<file path="src/sv/ssse3_pkg.sv">
`default_nettype none
package ssse3_pkg;

  typedef enum logic [3:0] {
    OP_SHUFB    = 4'd0,
    OP_HADDW    = 4'd1,
    OP_HADDD    = 4'd2,
    OP_HADDSW   = 4'd3,
    OP_MADDUBSW = 4'd4,
    OP_HSUBW    = 4'd5,
    OP_HSUBD    = 4'd6,
    OP_HSUBSW   = 4'd7,
    OP_SIGNB    = 4'd8,
    OP_SIGNW    = 4'd9,
    OP_SIGND    = 4'd10,
    OP_MULHRSW  = 4'd11,
    OP_ABSB     = 4'd12,
    OP_ABSW     = 4'd13,
    OP_ABSD     = 4'd14,
    OP_ALIGNR   = 4'd15
  } op_t;

  localparam int NUM_LANES = 4;  // 32-bit lanes across 128 bits

  typedef struct packed {
    logic [3:0]  kind;
    logic        wide;
    logic [63:0] src_low;
    logic [63:0] src_high;
    logic [63:0] dst_low;
    logic [63:0] dst_high;
    logic [7:0]  shift_bytes;
  } in_item_t;

  typedef struct packed {
    logic [63:0] result_low;
    logic [63:0] result_high;
  } out_item_t;

  function automatic logic [15:0] sat16(input logic signed [17:0] x);
    logic [15:0] r;
    if (x > 18'sd32767) r = 16'h7fff;
    else if (x < -18'sd32768) r = 16'h8000;
    else r = x[15:0];
    return r;
  endfunction

endpackage
`default_nettype wire

</file>
<file path="src/sv/ssse3_lane.sv">
`default_nettype none
// One 32-bit lane: element-wise ops on its own src/dst dword, plus the
// horizontal pair ops on the dword pair (pa, pb) routed to it.
module ssse3_lane (
  input  wire logic [3:0]  kind,
  input  wire logic [31:0] s,
  input  wire logic [31:0] d,
  input  wire logic [31:0] pa,
  input  wire logic [31:0] pb,
  output logic      [31:0] res
);
  import ssse3_pkg::*;

  logic signed [17:0] hw0, hw1;
  logic [31:0] hd;
  logic signed [16:0] m0, m1, m2, m3;
  logic signed [17:0] ms0, ms1;
  logic signed [31:0] mp0, mp1;
  logic [31:0] mr0, mr1;

  always_comb begin
    res = 32'd0;
    hw0 = '0; hw1 = '0; hd = '0;
    m0 = $signed({1'b0, d[7:0]}) * $signed(s[7:0]);
    m1 = $signed({1'b0, d[15:8]}) * $signed(s[15:8]);
    m2 = $signed({1'b0, d[23:16]}) * $signed(s[23:16]);
    m3 = $signed({1'b0, d[31:24]}) * $signed(s[31:24]);
    ms0 = 18'(m0) + 18'(m1);
    ms1 = 18'(m2) + 18'(m3);
    mp0 = $signed(d[15:0]) * $signed(s[15:0]);
    mp1 = $signed(d[31:16]) * $signed(s[31:16]);
    mr0 = 32'(mp0) + 32'h4000;
    mr1 = 32'(mp1) + 32'h4000;
    case (op_t'(kind))
      OP_SHUFB, OP_ALIGNR: res = 32'd0;
      OP_HADDW, OP_HADDSW, OP_HSUBW, OP_HSUBSW: begin
        if (kind[2]) begin
          hw0 = 18'($signed(pa[15:0])) - 18'($signed(pa[31:16]));
          hw1 = 18'($signed(pb[15:0])) - 18'($signed(pb[31:16]));
        end else begin
          hw0 = 18'($signed(pa[15:0])) + 18'($signed(pa[31:16]));
          hw1 = 18'($signed(pb[15:0])) + 18'($signed(pb[31:16]));
        end
        if (kind[1] & kind[0]) res = {sat16(hw1), sat16(hw0)};
        else res = {hw1[15:0], hw0[15:0]};
      end
      OP_HADDD, OP_HSUBD: begin
        hd = kind[2] ? pa - pb : pa + pb;
        res = hd;
      end
      OP_MADDUBSW: res = {sat16(ms1), sat16(ms0)};
      OP_SIGNB:
        for (int k = 0; k < 4; k++)
          res[8*k +: 8] = s[8*k+7] ? 8'(-d[8*k +: 8]) :
                          (s[8*k +: 8] == 8'd0 ? 8'd0 : d[8*k +: 8]);
      OP_SIGNW:
        for (int k = 0; k < 2; k++)
          res[16*k +: 16] = s[16*k+15] ? 16'(-d[16*k +: 16]) :
                            (s[16*k +: 16] == 16'd0 ? 16'd0 : d[16*k +: 16]);
      OP_SIGND: res = s[31] ? -d : (s == 32'd0 ? 32'd0 : d);
      OP_MULHRSW: res = {mr1[30:15], mr0[30:15]};
      OP_ABSB:
        for (int k = 0; k < 4; k++)
          res[8*k +: 8] = s[8*k+7] ? 8'(-s[8*k +: 8]) : s[8*k +: 8];
      OP_ABSW:
        for (int k = 0; k < 2; k++)
          res[16*k +: 16] = s[16*k+15] ? 16'(-s[16*k +: 16]) : s[16*k +: 16];
      OP_ABSD: res = s[31] ? -s : s;
      default: res = 32'd0;
    endcase
  end
endmodule
`default_nettype wire

</file>
<file path="config.mk">
export PLATFORM = sky130hd
export DESIGN_NAME = ssse3_lane
export DESIGN_NICKNAME = d
export VERILOG_FILES = /design/src/sv/ssse3_pkg.sv /design/src/sv/ssse3_lane.sv
export SDC_FILE = /design/constraint.sdc
export NUM_CORES = 2
export LEC_CHECK = 0
export ABC_AREA = 1
export BUFFER_PORTS_ARGS = -buffer_cell sky130_fd_sc_hd__buf_2
export CAP_MARGIN = 5
export CORE_MARGIN = 2
export CORE_UTILIZATION = 61
export DETAILED_ROUTE_END_ITERATION = 7
export PLACE_DENSITY = 0.79
export SYNTH_ARGS = -nofsm -noshare
export SYNTH_HDL_FRONTEND = slang
export SYNTH_SLANG_ARGS = --single-unit
</file>
<file path="constraint.sdc">
create_clock -name vclk -period 13.25
set_input_delay 1.325 -clock vclk [all_inputs]
set_output_delay 1.325 -clock vclk [all_outputs]
set_load 0.02 [all_outputs]
</file>
==> results.py <==
metrics = {
    "sta": {
        "rsz0062_at_grt": "no",
        "tns_ns": 0,
        "hold_viol": 0,
        "slew_headroom": 0.352,
        "setup_violations": 0,
        "period_share": 0.711,
        "fin_crit_ns": 9.42,
        "slew_viol_final": 0,
        "timing.hold.ws_ns": 3.26,
        "fmax_mhz": 106,
        "worst_slew_pin_slew_ns": 0.972,
    },
    "setup_path": {
        "start_kind": "input port",
        "endpoint_kind": "output port",
        "arrival_ns": 8.10,
        "path_class": "in -> out",
        "critPathRequiredTime_ns": 11.93,
        "crit_slowest_cell": "buf_4",
        "cp_common_cell": "fa_1",
        "cp_max_fo": 59,
        "cpPeakStageDelay_ns": 0.56,
    },
    "clock_tree": {
        "postCtsSetupBuffers": 0,
        "cts_resized": 0,
        "hold_buffers": 0,
    },
    "die": {
        "ios": 164,
        "rows": 92,
        "die_width_microns": 257,
        "dieArea_sq_mm": 0.0661,
        "start_util": 0.619,
        "coreArea_sq_mm": 0.0632,
        "die_y_microns": 257,
    },
    "placement": {
        "post-dp-hpwl_mm": 112,
        "portBuffers": 164,
        "place.gp.congestion": 1.05,
    },
    "finish": {
        "layout-drive-gt1-share": 0.0618,
        "seqCellArea_sq_um": 0,
        "final_nets": 7015,
        "n_sequential_cell": 0,
        "syn_to_final_growth_pct": 2.89,
        "nClkBuffers": 0,
    },
    "worst_hold_path": {
        "hold_path.class": "in -> out",
        "hold_end": "res[0]",
        "holdCritStartpoint": "pa[16]",
        "whs_path_depth": 6,
    },
    "global_route": {
        "grt_usage": 0.419,
        "grt_max_degree": 77,
        "grt_pass1_wl_mm": 214,
        "first_global_vias": 38998,
        "antenna_found_initial": 7,
        "grt_overflow_total": 0,
    },
    "logic_synthesis": {
        "postSynthAreaPerCell_sq_um": 6.66,
        "synthesis.area_sq_mm": 0.0391,
        "ys_types": 64,
        "ys_warn_count": 0,
        "ys_seq_area_frac": 0,
        "syn-num-nets": 7012,
        "synthCells": 5872,
    },
    "run_status": {
        "status": "completed",
    },
    "detailed_routing": {
        "dr.first_iter.drc_count": 4072,
        "wirelength_mm": 137,
        "firstDrtPassIters": 6,
        "postRouteAntennaNets": 0,
        "vias": 38477,
        "drc": 0,
        "wire_per_inst_microns": 20.4,
        "vias_per_cell": 5.72,
    },
    "flow_run": {
        "maxCapViolations": 0,
    },
}
## worst max-delay path by stage
stage              end  startpoint  cells after the start
2_1_floorplan   res[0]       s[15]                     29
3_3_place_gp   res[13]       s[15]                     29
3_5_place_dp   res[13]       s[15]                     29
4_1_cts        res[13]       s[15]                     29
5_1_grt         res[0]       s[15]                     25
6_report        res[0]       s[15]                     27
## critical path: cells and delay by family
family          cells  cell delay, ns
fa+ha+maj           7            3.21
buf+inv            10            1.89
compound gates      4            0.84
simple gates        6            0.79
## layout make-up
cell class	instances	area [sq um]
antenna	5	12.5
multi-input combinational	4274	32900
tap	846	1060
timing repair buffer	188	1000
inverter	1411	5310
fill	5997	23000
## Yosys cell counts (3+ instances only)
master,instances,area [sq um]
nand2_1,1530,5740
inv_1,1369,5140
fa_1,651,13000
nor2_1,436,1640
nand3_1,362,1810
ha_1,357,4470
a21oi_1,239,1200
o21ai_0,176,881
xor2_1,87,762
clkbuf_1,77,289
nand4_1,49,307
nor3_1,47,235
buf_2,46,230
xnor2_1,46,403
inv_2,34,128
buf_1,32,120
nand3b_1,29,218
o211ai_1,26,195
nand2_2,24,150
o21ai_1,24,120
nand3_2,20,200
buf_6,19,214
nor2_4,19,214
o21bai_1,17,128
nor2_2,14,87.6
or2_2,14,87.6
a21o_1,13,97.6
buf_4,13,97.6
a21boi_0,10,75.1
nand2_4,9,101
nor3_2,8,80.1
a21oi_2,7,61.3
o21a_1,7,52.6
nor4_1,6,37.5
nand3_4,4,70.1
o22ai_1,4,25.0
a22oi_1,3,22.5
a31oi_1,3,18.8
and2_1,3,18.8
clkinv_1,3,11.3
nor2_8,3,60.1
o2111ai_1,3,26.3
## layer usage
layer / track usage / part of all wire
met5: 0 / 0.00021
met4: 0.273 / 0.083
met3: 0.0834 / 0.11
met2: 0.669 / 0.44
met1: 0.517 / 0.36
## through the flow
step           instances  instance area (sq um)   util  setup WS [ns]
4_1_cts             6719                  40200  0.636           3.90
3_3_place_gp        6719                  40200  0.636           3.96
2_1_floorplan       5872                  39100      -           4.58
3_5_place_dp        6719                  40200  0.636           3.92
6_report            6724                  40200  0.637           3.83
5_1_grt             6722                  40200  0.637           3.36
## cell families (layout without fill, tap and decap cells)
group | Yosys count | after routing | share of synthesized area
simple gates | 2586 | 2586 | 0.285
compound gates | 546 | 546 | 0.0775
buf+inv | 1598 | 1599 | 0.160
mux | 1 | 1 | 0.000288
fa+ha+maj | 1008 | 1008 | 0.447
xor+xnor | 133 | 133 | 0.0298
other cells | 0 | 5 | 0
## cell usage in the layout, fill, tap and decap left out, types with 6 or more instances in the layout
| cell type | count |
|---|---|
| nand2_1 | 1530 |
| inv_1 | 1369 |
| fa_1 | 651 |
| nor2_1 | 434 |
| nand3_1 | 362 |
| ha_1 | 357 |
| a21oi_1 | 239 |
| o21ai_0 | 176 |
| buf_2 | 163 |
| xor2_1 | 87 |
| nand4_1 | 49 |
| nor3_1 | 47 |
| xnor2_1 | 46 |
| inv_2 | 34 |
| nand3b_1 | 29 |
| o211ai_1 | 26 |
| buf_4 | 25 |
| o21ai_1 | 24 |
| nand2_2 | 24 |
| nand3_2 | 20 |
| nor2_4 | 19 |
| o21bai_1 | 17 |
| nor2_2 | 16 |
| or2_2 | 14 |
| a21o_1 | 13 |
| a21boi_0 | 10 |
| nand2_4 | 9 |
| nor3_2 | 8 |
| a21oi_2 | 7 |
| o21a_1 | 7 |
| nor4_1 | 6 |
Power is not shown: default switching activity piles up to over one toggle a cycle in this logic, so the estimate is an artifact.
